### config.mk
export PLATFORM = sky130hd
export DESIGN_NAME = iapm_fix
export DESIGN_NICKNAME = d
export VERILOG_FILES = /design/src/design/iapm_pkg.sv /design/src/design/iapm_fix.sv
export SDC_FILE = /design/constraint.sdc
export NUM_CORES = 1
export LEC_CHECK = 0
export BUFFER_PORTS_ARGS = -buffer_cell sky130_fd_sc_hd__buf_4
export CORE_MARGIN = 2
export CORE_UTILIZATION = 50
export DETAILED_ROUTE_END_ITERATION = 10
export GPL_TIMING_DRIVEN = 0
export PLACE_DENSITY = 0.73
export SLEW_MARGIN = 10
export SYNTH_ARGS = -nofsm -noshare
export SYNTH_HDL_FRONTEND = slang
export SYNTH_SLANG_ARGS = --single-unit
### constraint.sdc
create_clock -name i_clk -period 6 [get_ports i_clk]
set_clock_uncertainty 0.15 [all_clocks]
set_input_delay 1.2 -clock i_clk [delete_from_list [all_inputs] [get_ports i_clk]]
set_output_delay 1.2 -clock i_clk [all_outputs]
set_load 0.03 [all_outputs]
### src/design/iapm_pkg.sv
// Shared types, widths and constants of the inverse affine pixel map.
package iapm_pkg;

    localparam int COORD_BITS = 12;
    localparam int DIM_W      = COORD_BITS + 1;
    localparam int COEF_W     = 24;
    localparam int SHIFT_W    = 13;
    localparam int OUT_W      = 16;
    localparam int CFG_W      = COEF_W;
    localparam int CFG_IDX_W  = 3;

    // translated coordinate: dst - centre - shift
    localparam int TR_W    = ((COORD_BITS + 1 > SHIFT_W) ? COORD_BITS + 1 : SHIFT_W) + 1;
    localparam int PROD_W  = COEF_W + TR_W;
    localparam int NUM_W   = PROD_W + 1;
    localparam int NMAG_W  = PROD_W;
    localparam int DPROD_W = 2 * COEF_W;
    localparam int DET_W   = DPROD_W + 1;
    // quotient bits kept; anything larger saturates unless the item is singular
    localparam int QUO_W   = OUT_W;

    localparam logic signed [OUT_W-1:0] OUT_MAX = {1'b0, {(OUT_W-1){1'b1}}};
    localparam logic signed [OUT_W-1:0] OUT_MIN = {1'b1, {(OUT_W-1){1'b0}}};

    typedef enum logic [CFG_IDX_W-1:0] {
        CFG_COEF_A,
        CFG_COEF_B,
        CFG_COEF_D,
        CFG_COEF_E,
        CFG_SHIFT_X,
        CFG_SHIFT_Y,
        CFG_WIDTH,
        CFG_HEIGHT
    } t_cfg_idx;

    typedef struct packed {
        logic signed [COEF_W-1:0]  coef_a;
        logic signed [COEF_W-1:0]  coef_b;
        logic signed [COEF_W-1:0]  coef_d;
        logic signed [COEF_W-1:0]  coef_e;
        logic signed [SHIFT_W-1:0] shift_x;
        logic signed [SHIFT_W-1:0] shift_y;
        logic [DIM_W-1:0]          image_width;
        logic [DIM_W-1:0]          image_height;
    } t_cfg;

    localparam t_cfg CFG_RESET = '{
        coef_a:       24'sd65536,
        coef_b:       24'sd0,
        coef_d:       24'sd0,
        coef_e:       24'sd65536,
        shift_x:      13'sd0,
        shift_y:      13'sd0,
        image_width:  13'd1024,
        image_height: 13'd1024
    };

    typedef struct packed {
        logic [COORD_BITS-1:0] dst_x;
        logic [COORD_BITS-1:0] dst_y;
    } t_in_item;

    typedef struct packed {
        logic signed [OUT_W-1:0] src_x;
        logic signed [OUT_W-1:0] src_y;
        logic                    singular;
        logic                    saturated;
    } t_out_item;

    // per-item status carried alongside the divider lanes
    typedef struct packed {
        logic sing;
        logic neg_x;
        logic neg_y;
        logic ovf_x;
        logic ovf_y;
        logic rnz_x;
        logic rnz_y;
    } t_flags;

endpackage

### src/design/iapm_fix.sv
// Back end: sign, centre offset, truncation toward zero, clamping, singular handling and output register.
module iapm_fix (
    input  logic                              i_clk,
    input  logic                              i_rst_n,
    input  logic                              i_vld,
    output logic                              o_rdy,
    input  logic [iapm_pkg::QUO_W-1:0]        i_q_x,
    input  logic [iapm_pkg::QUO_W-1:0]        i_q_y,
    input  logic [iapm_pkg::COORD_BITS-1:0]   i_ctr_x,
    input  logic [iapm_pkg::COORD_BITS-1:0]   i_ctr_y,
    input  iapm_pkg::t_flags                  i_flags,
    output logic                              o_vld,
    input  logic                              i_rdy,
    output iapm_pkg::t_out_item               o_item
);

    localparam int QUO_W = iapm_pkg::QUO_W;
    localparam int OUT_W = iapm_pkg::OUT_W;
    localparam int CB    = iapm_pkg::COORD_BITS;
    localparam int SUM_W = QUO_W + 2;

    logic                r_vld;
    iapm_pkg::t_out_item r_item;
    iapm_pkg::t_out_item n_item;
    logic [OUT_W:0]      w_ax, w_ay;

    // returns {saturated, coordinate}
    function automatic logic [OUT_W:0] f_axis(
        input logic [QUO_W-1:0] q,
        input logic [CB-1:0]    ctr,
        input logic             neg,
        input logic             ovf,
        input logic             rnz
    );
        logic signed [SUM_W-1:0] sum;
        logic signed [OUT_W-1:0] val;
        logic                    sat;
        if (neg) begin
            sum = SUM_W'(ctr) - SUM_W'(q);
            // fraction below a positive base: truncation drops one more
            if (rnz && (sum > SUM_W'(0))) begin
                sum = sum - SUM_W'(1);
            end
        end else begin
            sum = SUM_W'(ctr) + SUM_W'(q);
        end
        sat = 1'b1;
        if (ovf) begin
            val = neg ? iapm_pkg::OUT_MIN : iapm_pkg::OUT_MAX;
        end else if (sum > SUM_W'(iapm_pkg::OUT_MAX)) begin
            val = iapm_pkg::OUT_MAX;
        end else if (sum < SUM_W'(iapm_pkg::OUT_MIN)) begin
            val = iapm_pkg::OUT_MIN;
        end else begin
            val = OUT_W'(sum);
            sat = 1'b0;
        end
        return {sat, val};
    endfunction

    always_comb begin
        w_ax = f_axis(i_q_x, i_ctr_x, i_flags.neg_x, i_flags.ovf_x, i_flags.rnz_x);
        w_ay = f_axis(i_q_y, i_ctr_y, i_flags.neg_y, i_flags.ovf_y, i_flags.rnz_y);
        if (i_flags.sing) begin
            n_item.src_x     = '0;
            n_item.src_y     = '0;
            n_item.singular  = 1'b1;
            n_item.saturated = 1'b0;
        end else begin
            n_item.src_x     = w_ax[OUT_W-1:0];
            n_item.src_y     = w_ay[OUT_W-1:0];
            n_item.singular  = 1'b0;
            n_item.saturated = w_ax[OUT_W] | w_ay[OUT_W];
        end
    end

    assign o_rdy = !r_vld || i_rdy;

    always_ff @(posedge i_clk) begin
        if (!i_rst_n) begin
            r_vld <= 1'b0;
        end else if (o_rdy) begin
            r_vld <= i_vld;
        end
    end

    always_ff @(posedge i_clk) begin
        if (o_rdy && i_vld) begin
            r_item <= n_item;
        end
    end

    assign o_vld  = r_vld;
    assign o_item = r_item;

endmodule
==> flow_summary_export.csv, run 1 <==
group,metric,value,unit
outcome,status,"completed",
synthesis,synthXorXnorAreaFrac,7.155,%
critical_path,max_stage_delay,0.71,ns
power,intPower,691.6,uW
floorplanning,die_w,112.4,um
layout,fin_cells,996,
floorplanning,start_util,51.24,%
floorplanning,die_area,0.01263,mm^2
synthesis,synth_mux_area_share,1.384,%
worst_hold_path,min_path_type,"reg2reg",
global_routing,grt_pass1_wl,27400,um
sta,slew_headroom,27.48,%
place,place_ws,0.6642,ns
place,dp.cells,988,
sta,fin_crit,5.194,ns
critical_path,r2r-end,"o_item[21]",
routing,dr.pass1.iters,6,
floorplanning,fp-row-count,39,
cts,clock_latency,0.27,ns
power,finalPower,1166,uW
global_routing,grt_use_met2,38.15,%
place,place_hpwl,14030,um
cts,cts_tree,"built",
synthesis,synthSimpleGateAreaFrac,22.93,%
synthesis,synthArstFlopShare,0,%
power,power_frac_seq,26.1,%
global_routing,gr-max-usage-layer,"met1",
synthesis,synth_area,0.005876,mm^2
global_routing,antenna_found_initial,0,
layout,nets,975,
synthesis,ys.flop_type,"edfxtp_1",
synthesis,yosys_warnings,0,
critical_path,cp.arrival,5.04,ns
cts,cts_buffers,5,
power,combPwrFrac,53.3,%
place,place.gp.congestion,0.9448,
sta,timing.fmax,0.1925,GHz
cts,postCtsSetupBuffers,0,
global_routing,grt_max_degree,35,
layout,drive_gt1_share,17.94,%
routing,drc,0,
routing,drt_iter0_markers,546,
cts,ctsResizeCount,0,
sta,rsz0062_at_grt,"false",
critical_path,crit_end,"o_item[8]",
sta,setup_tns,0,ns
routing,avgRoutedWirePerCell,17.04,um
sta,fin_crit_sh,86.57,%
synthesis,synth_edf_count,34,
routing,vias_per_cell,6.158,
critical_path,start_kind,"primary input",
critical_path,end_kind,"register",
synthesis,synth_fp_nets,872,
routing,ant_nets,0,
cts,clock_sinks,35,
power,power.leakage,0.002985,uW
power,swShare,40.67,%
critical_path,cp.required,5.84,ns
global_routing,use_met3,3.510,%
cts,clock-root-buffer,"clkbuf_16",
global_routing,overflow,0,
critical_path,crit_chain,"buf_4 -> ha_1 -> fa_1 -> nand2b_1 -> a21oi_2 -> o211a_1 -> o21ai_0 -> a222oi_1 -> nand3_2 -> a211o_1 -> o211a_2 -> o21ai_1 -> a21boi_1",
synthesis,syn_inst,749,
place,port_buffers,96,
floorplanning,core_area,0.01147,mm^2
critical_path,crit_path_start,"i_q_y[0]",
power,ir_drop,138.5,uV
cts,htreeDepth,2,
sta,finalHoldViolations,0,
cts,cts_buffer_depth,2,
floorplanning,ios,103,
routing,routed-via-count,6133,
power,clock_power_share,20.7,%
synthesis,synth_seq_area_share,17.72,%
critical_path,crit_buf_inv,1,
power,power_density,168.5,mW/mm^2
floorplanning,die_y,112.4,um
sta,tightest_slew,1.060,ns
critical_path,worstSetupPathType,"in2reg",
cts,cts_hold_buf,0,
sta,setup_viol,0,
sta,fin_ws,0.8056,ns
synthesis,synth-compound-area-share,31.73,%
power,switching_power,474.2,uW
global_routing,grt_pass1_vias,5503,
synthesis,yosys.cell_types.count,88,
critical_path,reg2reg_from,"o_vld",
layout,n_antenna_cell,0,
global_routing,use_met1,42.20,%
critical_path,slowest_stage,"a222oi_1",
synthesis,yosys.area_share.adder,12.44,%
cts,clk_pin_slew,0.05,ns
routing,wirelength,16970,um
global_routing,track_usage,26.18,%
synthesis,synth_top_family_by_area,"compound AO/OA/AOI/OAI gates",
critical_path,reg2reg_setup_slack,4.40,ns
critical_path,path_depth,13,
critical_path,r2r.worst_path.cells,2,
sta,slew_viol_final,0,
job,drv_cap,0,
critical_path,crit_fanout,9,
synthesis,synth_seq_cells,35,
layout,syn_to_final_growth,17.72,%
critical_path,cp_top_family,"compound AO/OA/AOI/OAI gates",
synthesis,syn_area_per_cell,7.845,um^2
==> metal layers <==
| layer | vias up | share of wire (%) |
|---|---|---|
| met3 | 12 | 7.7 |
| met1 | 2889 | 50 |
| li1 | 3005 | - |
| met2 | 227 | 42 |
| met5 | - | 0 |
| met4 | 0 | 0.58 |
==> power by group through the flow <==
stage	clock network, uW	registers (uW)	logic (uW)
2_1_floorplan	0	350	387
6_report	241	304	621
3_5_place_dp	0	309	609
5_1_grt	257	305	679
3_3_place_gp	0	309	597
4_1_cts	245	304	613
==> area by class of cell <==
type                       count  area (um^2)
clock inverter                 3        15.01
buffer                        33        153.9
inverter                      63        236.5
sequential                    35         1041
fill                        1073         4551
clock buffer                   5        125.1
multi-input combinational    618         4446
tap                          143        178.9
timing repair buffer          96        720.7
==> layout by cell type (no fill, tap or decap), types with 21 or more instances in the layout <==
| cell | count |
|---|---|
| buf_4 | 96 |
| xnor2_1 | 31 |
| nand3_1 | 21 |
| ha_1 | 52 |
| o21ai_0 | 34 |
| nor2_1 | 50 |
| nor3_1 | 28 |
| a211oi_1 | 22 |
| nand2_1 | 43 |
| a21oi_1 | 40 |
| inv_1 | 61 |
| edfxtp_1 | 34 |
==> synthesized netlist by cell type (all sizes together), types with 15 or more instances <==
master  number  area share (%)
xor2        17             2.5
nor3        28             2.4
nand2       43             2.7
ha          52              11
nor2        50             3.2
nand2b      16             1.7
a21oi       43             3.9
nand3       22             2.0
clkbuf      19             1.2
edfxtp      34              17
o21ai       48             4.2
or2         15             1.6
inv         63             4.0
xnor2       31             4.6
a211oi      22             2.8
==> how the worst min path moves through the flow <==
stage             to  cells past startpoint   from  slack (ns)
5_1_grt        o_vld                      2  o_vld        0.43
3_3_place_gp   o_vld                      2  o_vld        0.36
6_report       o_vld                      2  o_vld        0.39
2_1_floorplan  o_vld                      2  o_vld        0.73
3_5_place_dp   o_vld                      2  o_vld        0.39
4_1_cts        o_vld                      2  o_vld        0.40
==> state kept, by name, indices dropped and copies added, names as in the netlist <==
name	count
o_vld	1
o_item	34
==> worst reg2reg max path: cells and delay by family, from the launching register on <==
family,cells,cell delay (ns)
flops,1,0.31
simple gates,2,0.76
==> cells by family after synthesis <==
kind of cell / after synthesis
multiplexers: 8
buffers and inverters: 96
AO/OA/AOI/OAI: 257
flip-flops: 35
XOR/XNOR: 48
adder cells (fa/ha/maj): 56
AND/OR/NAND/NOR: 249
==> metrics by stage <==
stage / instance area [um^2] / util [%] / hold WS, ns
6_report: 6917 / 60.32 / 0.3850
5_1_grt: 6917 / 60.32 / 0.4275
4_1_cts: 6917 / 60.32 / 0.3975
3_5_place_dp: 6777 / 59.09 / 0.3905
3_3_place_gp: 6775 / 59.08 / 0.3621
2_1_floorplan: 5876 / - / 0.7346
Power figures use the tool's default switching activity.
==> run 2: changes to the inputs <==
--- a/config.mk
+++ b/config.mk
@@ -5,12 +5,13 @@
 export SDC_FILE = /design/constraint.sdc
 export NUM_CORES = 1
 export LEC_CHECK = 0
+export ABC_AREA = 1
 export BUFFER_PORTS_ARGS = -buffer_cell sky130_fd_sc_hd__buf_4
 export CORE_MARGIN = 2
 export CORE_UTILIZATION = 50
 export DETAILED_ROUTE_END_ITERATION = 10
 export GPL_TIMING_DRIVEN = 0
-export PLACE_DENSITY = 0.73
+export PLACE_DENSITY = 0.72
 export SLEW_MARGIN = 10
 export SYNTH_ARGS = -nofsm -noshare
 export SYNTH_HDL_FRONTEND = slang
==> run 2 against run 1 <==
Net effect:
- wire length up 2.1%
- cell count rose by 39%
- non-clock buffer count increased by 6
- utilization about the same
- sequential share of layout area shrank 1.4 points
- flip-flop and latch count is the same
- die area grew 10%
- final area is 10% higher
- clock power decreased by 2%
- first-iteration DRC count decreased by 12%
- largest power group unchanged
==> flow_summary_export.csv, run 2 <==
group,metric,value,unit
synthesis,yosysMostFrequentCell,"nand2_1",
synthesis,yosys_warnings,0,
global_routing,grt_pass1_vias,6372,
sta,setup_tns,0,ns
critical_path,crit_fanout,10,
place,port_buffers,98,
sta,setup_viol,0,
job,drv_cap,0,
synthesis,synth_fp_nets,1227,
floorplanning,die_area,0.01390,mm^2
synthesis,syn_area_per_cell,5.876,um^2
layout,multiInputGateArea,0.004616,mm^2
synthesis,synth_seq_cells,35,
routing,routed-via-count,7032,
routing,vias_per_cell,5.085,
floorplanning,die_y,117.9,um
cts,htreeDepth,2,
layout,seqCellArea,0.001041,mm^2
routing,drt_iter0_markers,483,
sta,fin_ws,1.655,ns
global_routing,antenna_found_initial,0,
cts,clock-root-buffer,"clkbuf_16",
cts,clock_latency,0.27,ns
critical_path,end_kind,"register",
place,place.gp.congestion,0.9575,
synthesis,yosys.cell_types.count,39,
cts,clk_pin_slew,0.05,ns
floorplanning,fp-row-count,41,
critical_path,cp.arrival,4.21,ns
routing,dr.pass1.iters,4,
synthesis,synthArstFlopShare,0,%
cts,cts_hold_buf,0,
layout,n_antenna_cell,0,
global_routing,track_usage,25.04,%
synthesis,yosys-top-cells-count,"nand2_1 (396), inv_1 (147), a21oi_1 (94), nand3_1 (74), nor2_1 (70)",
place,place_hpwl,14690,um
critical_path,cp.required,5.86,ns
layout,syn_to_final_growth,17.36,%
routing,ant_nets,0,
sta,finalHoldViolations,0,
sta,timing.fmax,0.2301,GHz
floorplanning,core_area,0.01262,mm^2
floorplanning,die_w,117.9,um
layout,nets,1333,
layout,layout_commonest_cell,"nand2_1",
sta,tightest_slew,0.6174,ns
layout,n_fill_cell,1313,
layout,final_cell_mix,"nand2_1 (396), inv_1 (147), buf_4 (104), a21oi_1 (93), nand3_1 (74)",
power,power.leakage,0.004125,uW
cts,cts_buffers,5,
routing,wirelength,17330,um
cts,cts_tree,"built",
global_routing,grt_max_degree,26,
layout,largest_reg_flops,34,
sta,slew_headroom,58.41,%
sta,rsz0062_at_grt,"false",
power,power_density,159.9,mW/mm^2
floorplanning,start_util,51.41,%
cts,ctsResizeCount,0,
global_routing,overflow,0,
sta,holdWs,0.4010,ns
routing,avgRoutedWirePerCell,12.53,um
sta,fin_crit_sh,72.42,%
worst_hold_path,min_path_type,"reg2reg",
layout,drive_gt1_share,17.92,%
synthesis,synth_area,0.006487,mm^2
synthesis,synth_seq_area_share,16.05,%
critical_path,start_kind,"primary input",
routing,drc,0,
synthesis,synth_top_cell_by_area,"nand2_1",
power,ir_drop,112.8,uV
synthesis,synth_top_area_share,22.91,%
synthesis,synth_edf_count,34,
synthesis,synth.area.top_cells,"nand2_1 (23%), edfxtp_1 (16%), ha_1 (10%)",
floorplanning,ios,103,
outcome,status,"completed",
sta,fin_crit,4.345,ns
synthesis,ys.flop_type,"edfxtp_1",
place,place_ws,1.420,ns
global_routing,grt_pass1_wl,29700,um
cts,cts_buffer_depth,2,
critical_path,worstSetupPathType,"in2reg",
sta,slew_viol_final,0,
cts,clock_sinks,35,
cts,postCtsSetupBuffers,0,
synthesis,syn_inst,1104,
==> run 2: changes by cell type after synthesis, sizes merged, moves of 22 or more <==
cell | previous run | this run
xnor2 | 31 | 7
inv | 63 | 163
nand2 | 43 | 431
a21oi | 43 | 97
nor2 | 50 | 84
nand3 | 22 | 80
a211oi | 22 | 0
==> run 2: kinds of logic after synthesis <==
group                    count (synthesis)  share of synthesized area [%]
adder cells (fa/ha/maj)                 56                          11.26
buffers and inverters                  202                          12.98
flip-flops                              35                          16.05
AO/OA/AOI/OAI                          148                          12.36
XOR/XNOR                                26                          4.204
AND/OR/NAND/NOR                        637                          43.14
==> run 2: cell type report <==
cell class | count | share of cell area [%]
multi-input combinational | 867 | 60.62
sequential | 35 | 13.67
timing repair buffer | 99 | 10.02
inverter | 166 | 8.184
buffer | 36 | 2.876
tap | 172 | 2.827
clock buffer | 6 | 1.693
clock inverter | 2 | 0.09860
==> run 2: stage by stage <==
stage | area, um^2 | std cells | utilization, % | total power (uW)
2_1_floorplan | 6487 | 1104 | - | 794.2
3_3_place_gp | 7438 | 1374 | 58.94 | 968.6
3_5_place_dp | 7477 | 1375 | 59.25 | 977.9
4_1_cts | 7614 | 1383 | 60.33 | 1214
5_1_grt | 7614 | 1383 | 60.33 | 1316
6_report | 7614 | 1383 | 60.33 | 1217
==> run 2: critical path: stages <==
cell,delay [ns]
buf_4,0.11
ha_1,0.22
fa_1,0.42
inv_1,0.13
nand3_1,0.14
nand2_4,0.14
nand2_2,0.07
nand2_2,0.09
nand2_1,0.07
nand2_2,0.14
nand2_1,0.10
nor2_2,0.10
nand2_1,0.08
nor2_1,0.14
nand2_2,0.11
nand3_2,0.13
nand2_1,0.06
nand2_1,0.07
nand2_2,0.08
o21bai_4,0.22
buf_6,0.17
nand3_1,0.07
nor2_1,0.11
nor2_1,0.05
==> run 2: final timing paths <==
check                start  cells past startpoint  slack (ns)    endpoint
setup / recovery  i_q_x[0]                     24        1.65   o_item[0]
hold / removal       o_vld                      2        0.40       o_vld
setup reg to reg     o_vld                      2        4.59  o_item[33]
hold reg to reg      o_vld                      2        0.40       o_vld
==> run 2: where the power goes <==
group	internal, uW	switching (uW)
clock	151	84.3
combinational	245	440
sequential	292	5.87
==> run 2: routing by layer <==
metal | global-route usage (%) | wire [um] | vias to the layer above
met2 | 38.59 | 7267 | 224
met4 | 2.861 | 101 | 0
met1 | 38.78 | 8850 | 3115
met3 | 2.326 | 1113 | 10
met5 | 0 | 0 | -
li1 | - | - | 3683
==> run 3: changes to the inputs <==
--- a/config.mk
+++ b/config.mk
@@ -11,7 +11,7 @@
 export CORE_UTILIZATION = 50
 export DETAILED_ROUTE_END_ITERATION = 10
 export GPL_TIMING_DRIVEN = 0
-export PLACE_DENSITY = 0.72
+export PLACE_DENSITY = 0.75
 export SLEW_MARGIN = 10
 export SYNTH_ARGS = -nofsm -noshare
 export SYNTH_HDL_FRONTEND = slang
==> constraint.sdc (replaced) <==
create_clock -name i_clk -period 3.5 [get_ports i_clk]
set_clock_uncertainty 0.15 [all_clocks]
set_input_delay 0.7 -clock i_clk [delete_from_list [all_inputs] [get_ports i_clk]]
set_output_delay 0.7 -clock i_clk [all_outputs]
set_load 0.03 [all_outputs]
==> run 3 against run 2 <==
Net effect:
- wire length is 12% higher
- first-iteration DRC count is 28% higher
- utilization is 9.1 points higher
- register-to-register slack worse by 2.5 ns
- sequential power is 72% higher
- clock power is 71% higher
- combinational power is 110% higher
- critical endpoint unchanged
- largest cell class unchanged
==> flow_summary_export.csv, run 3 (synthesis results as in run 2) <==
group,metric,value,unit
sta,setup_viol,0,
layout,syn_to_final_growth,35.06,%
critical_path,start_kind,"primary input",
job,drv_cap,0,
floorplanning,die_y,117.9,um
power,intPower,1325,uW
layout,layout_commonest_cell,"nand2_1",
layout,largest_reg_flops,34,
global_routing,grt_max_degree,26,
outcome,status,"completed",
cts,clk_pin_slew,0.05,ns
routing,ant_nets,0,
global_routing,track_usage,25.42,%
power,swShare,43.92,%
cts,cts_tree,"built",
cts,cts_buffers,5,
power,power.leakage,0.004500,uW
floorplanning,die_w,117.9,um
place,dp.cells,1375,
sta,fin_crit_sh,98.86,%
routing,routed-via-count,7428,
power,power_frac_seq,21.7,%
critical_path,cp.arrival,3.32,ns
place,place_hpwl,14880,um
global_routing,grt_pass1_wl,29930,um
layout,nets,1373,
floorplanning,ios,103,
layout,drive_gt1_share,31.84,%
floorplanning,start_util,51.41,%
global_routing,overflow,0,
sta,slew_headroom,60.38,%
cts,htreeDepth,2,
floorplanning,fp-row-count,41,
routing,wirelength,19420,um
critical_path,end_kind,"register",
power,ir_drop,185.5,uV
sta,finalHoldViolations,0,
cts,clock-root-buffer,"clkbuf_16",
layout,n_fill_cell,1160,
worst_hold_path,min_path_type,"reg2reg",
sta,setup_tns,0,ns
power,clock_power_share,17.0,%
place,place.gp.congestion,0.9589,
place,port_buffers,98,
layout,fin_cells,1422,
critical_path,crit_fanout,8,
routing,vias_per_cell,5.224,
critical_path,cp.required,3.36,ns
critical_path,worstSetupPathType,"in2reg",
power,switching_power,1038,uW
layout,n_antenna_cell,0,
sta,slew_viol_final,0,
cts,clock_latency,0.27,ns
routing,avgRoutedWirePerCell,13.66,um
routing,drt_iter0_markers,620,
layout,final_cell_mix,"nand2_1 (333), inv_1 (139), buf_4 (135), a21oi_1 (75), nand2_2 (70)",
global_routing,antenna_found_initial,0,
floorplanning,core_area,0.01262,mm^2
routing,drc,0,
sta,timing.fmax,0.2890,GHz
sta,rsz0062_at_grt,"true",
power,power_density,269.7,mW/mm^2
cts,clock_sinks,35,
sta,fin_crit,3.460,ns
sta,tightest_slew,0.5943,ns
cts,cts_buffer_depth,2,
floorplanning,die_area,0.01390,mm^2
global_routing,grt_pass1_vias,6705,
power,combPwrFrac,61.3,%
routing,dr.pass1.iters,5,
run 3: routing by layer:
metal / up-vias / share of wire [%] / global-route usage, %
met2: 240 / 51 / 46.69
met5: - / 0 / 0
li1: 3768 / - / -
met3: 57 / 4.7 / 2.229
met4: 0 / 3.1 / 7.304
met1: 3363 / 41 / 31.49
run 3: worst max-delay path: stages:
cell and delay, ns:
buf_6 0.08, inv_4 0.03, ha_4 0.15, fa_2 0.37, buf_4 0.16, xor2_4 0.17, and3_4 0.22, nand3_2 0.12
nor2_4 0.17, nand3_1 0.10, nor2_1 0.14, nand3_2 0.09, nand2_1 0.06, nand2_1 0.05, nand2_2 0.10, nand2_2 0.08
nand2_4 0.13, clkbuf_16 0.16, nand3_2 0.07, nor2_2 0.11, nor2_1 0.04
run 3: power groups by stage:
stage | logic [uW] | registers [uW] | clock network [uW]
after floorplan | 791 | 584 | 0
after global placement | 1150 | 522 | 0
after detailed placement | 1170 | 521 | 0
after CTS | 1200 | 512 | 409
after global routing | 1600 | 515 | 424
final | 1450 | 512 | 401
run 3: through the flow:
step	utilization, %	setup WS [ns]	area (um^2)	total power [uW]	hold slack, ns
after CTS	61.43	0.004308	7752	2120	0.4190
after detailed placement	59.79	-0.4657	7545	1695	0.4116
after global routing	69.43	-0.1145	8762	2535	0.4619
after global placement	59.48	-0.4202	7506	1672	0.3579
final	69.43	0.04004	8762	2363	0.4114
after floorplan	-	0.001436	6555	1374	0.6489
run 3: path summary, 6_finish.rpt:
kind              startpoint  slack (ns)  depth (start not counted)          to
setup reg to reg       o_vld        2.09                          2  o_item[12]
hold reg to reg        o_vld        0.41                          2       o_vld
hold / removal         o_vld        0.41                          2       o_vld
setup / recovery  i_ctr_y[0]        0.04                         21   o_item[0]
run 3: timing repair:
action | CTS | global route
resized for setup | 10 | 201
pin swaps | 10 | 57
buffers inserted | 5 | 34
gates cloned | 1 | 2
setup endpoints to repair | 29 | 31
hold buffers | 0 | 0
run 3: area by class of cell:
| class | count | area (um^2) | area share [%] |
|---|---|---|---|
| multi-input combinational | 867 | 5316 | 60.67 |
| timing repair buffer | 141 | 1165 | 13.29 |
| sequential | 35 | 1041 | 11.88 |
| inverter | 166 | 630.6 | 7.197 |
| buffer | 34 | 260.3 | 2.970 |
| tap | 172 | 215.2 | 2.456 |
| clock buffer | 5 | 125.1 | 1.428 |
| clock inverter | 2 | 8.758 | 0.09996 |
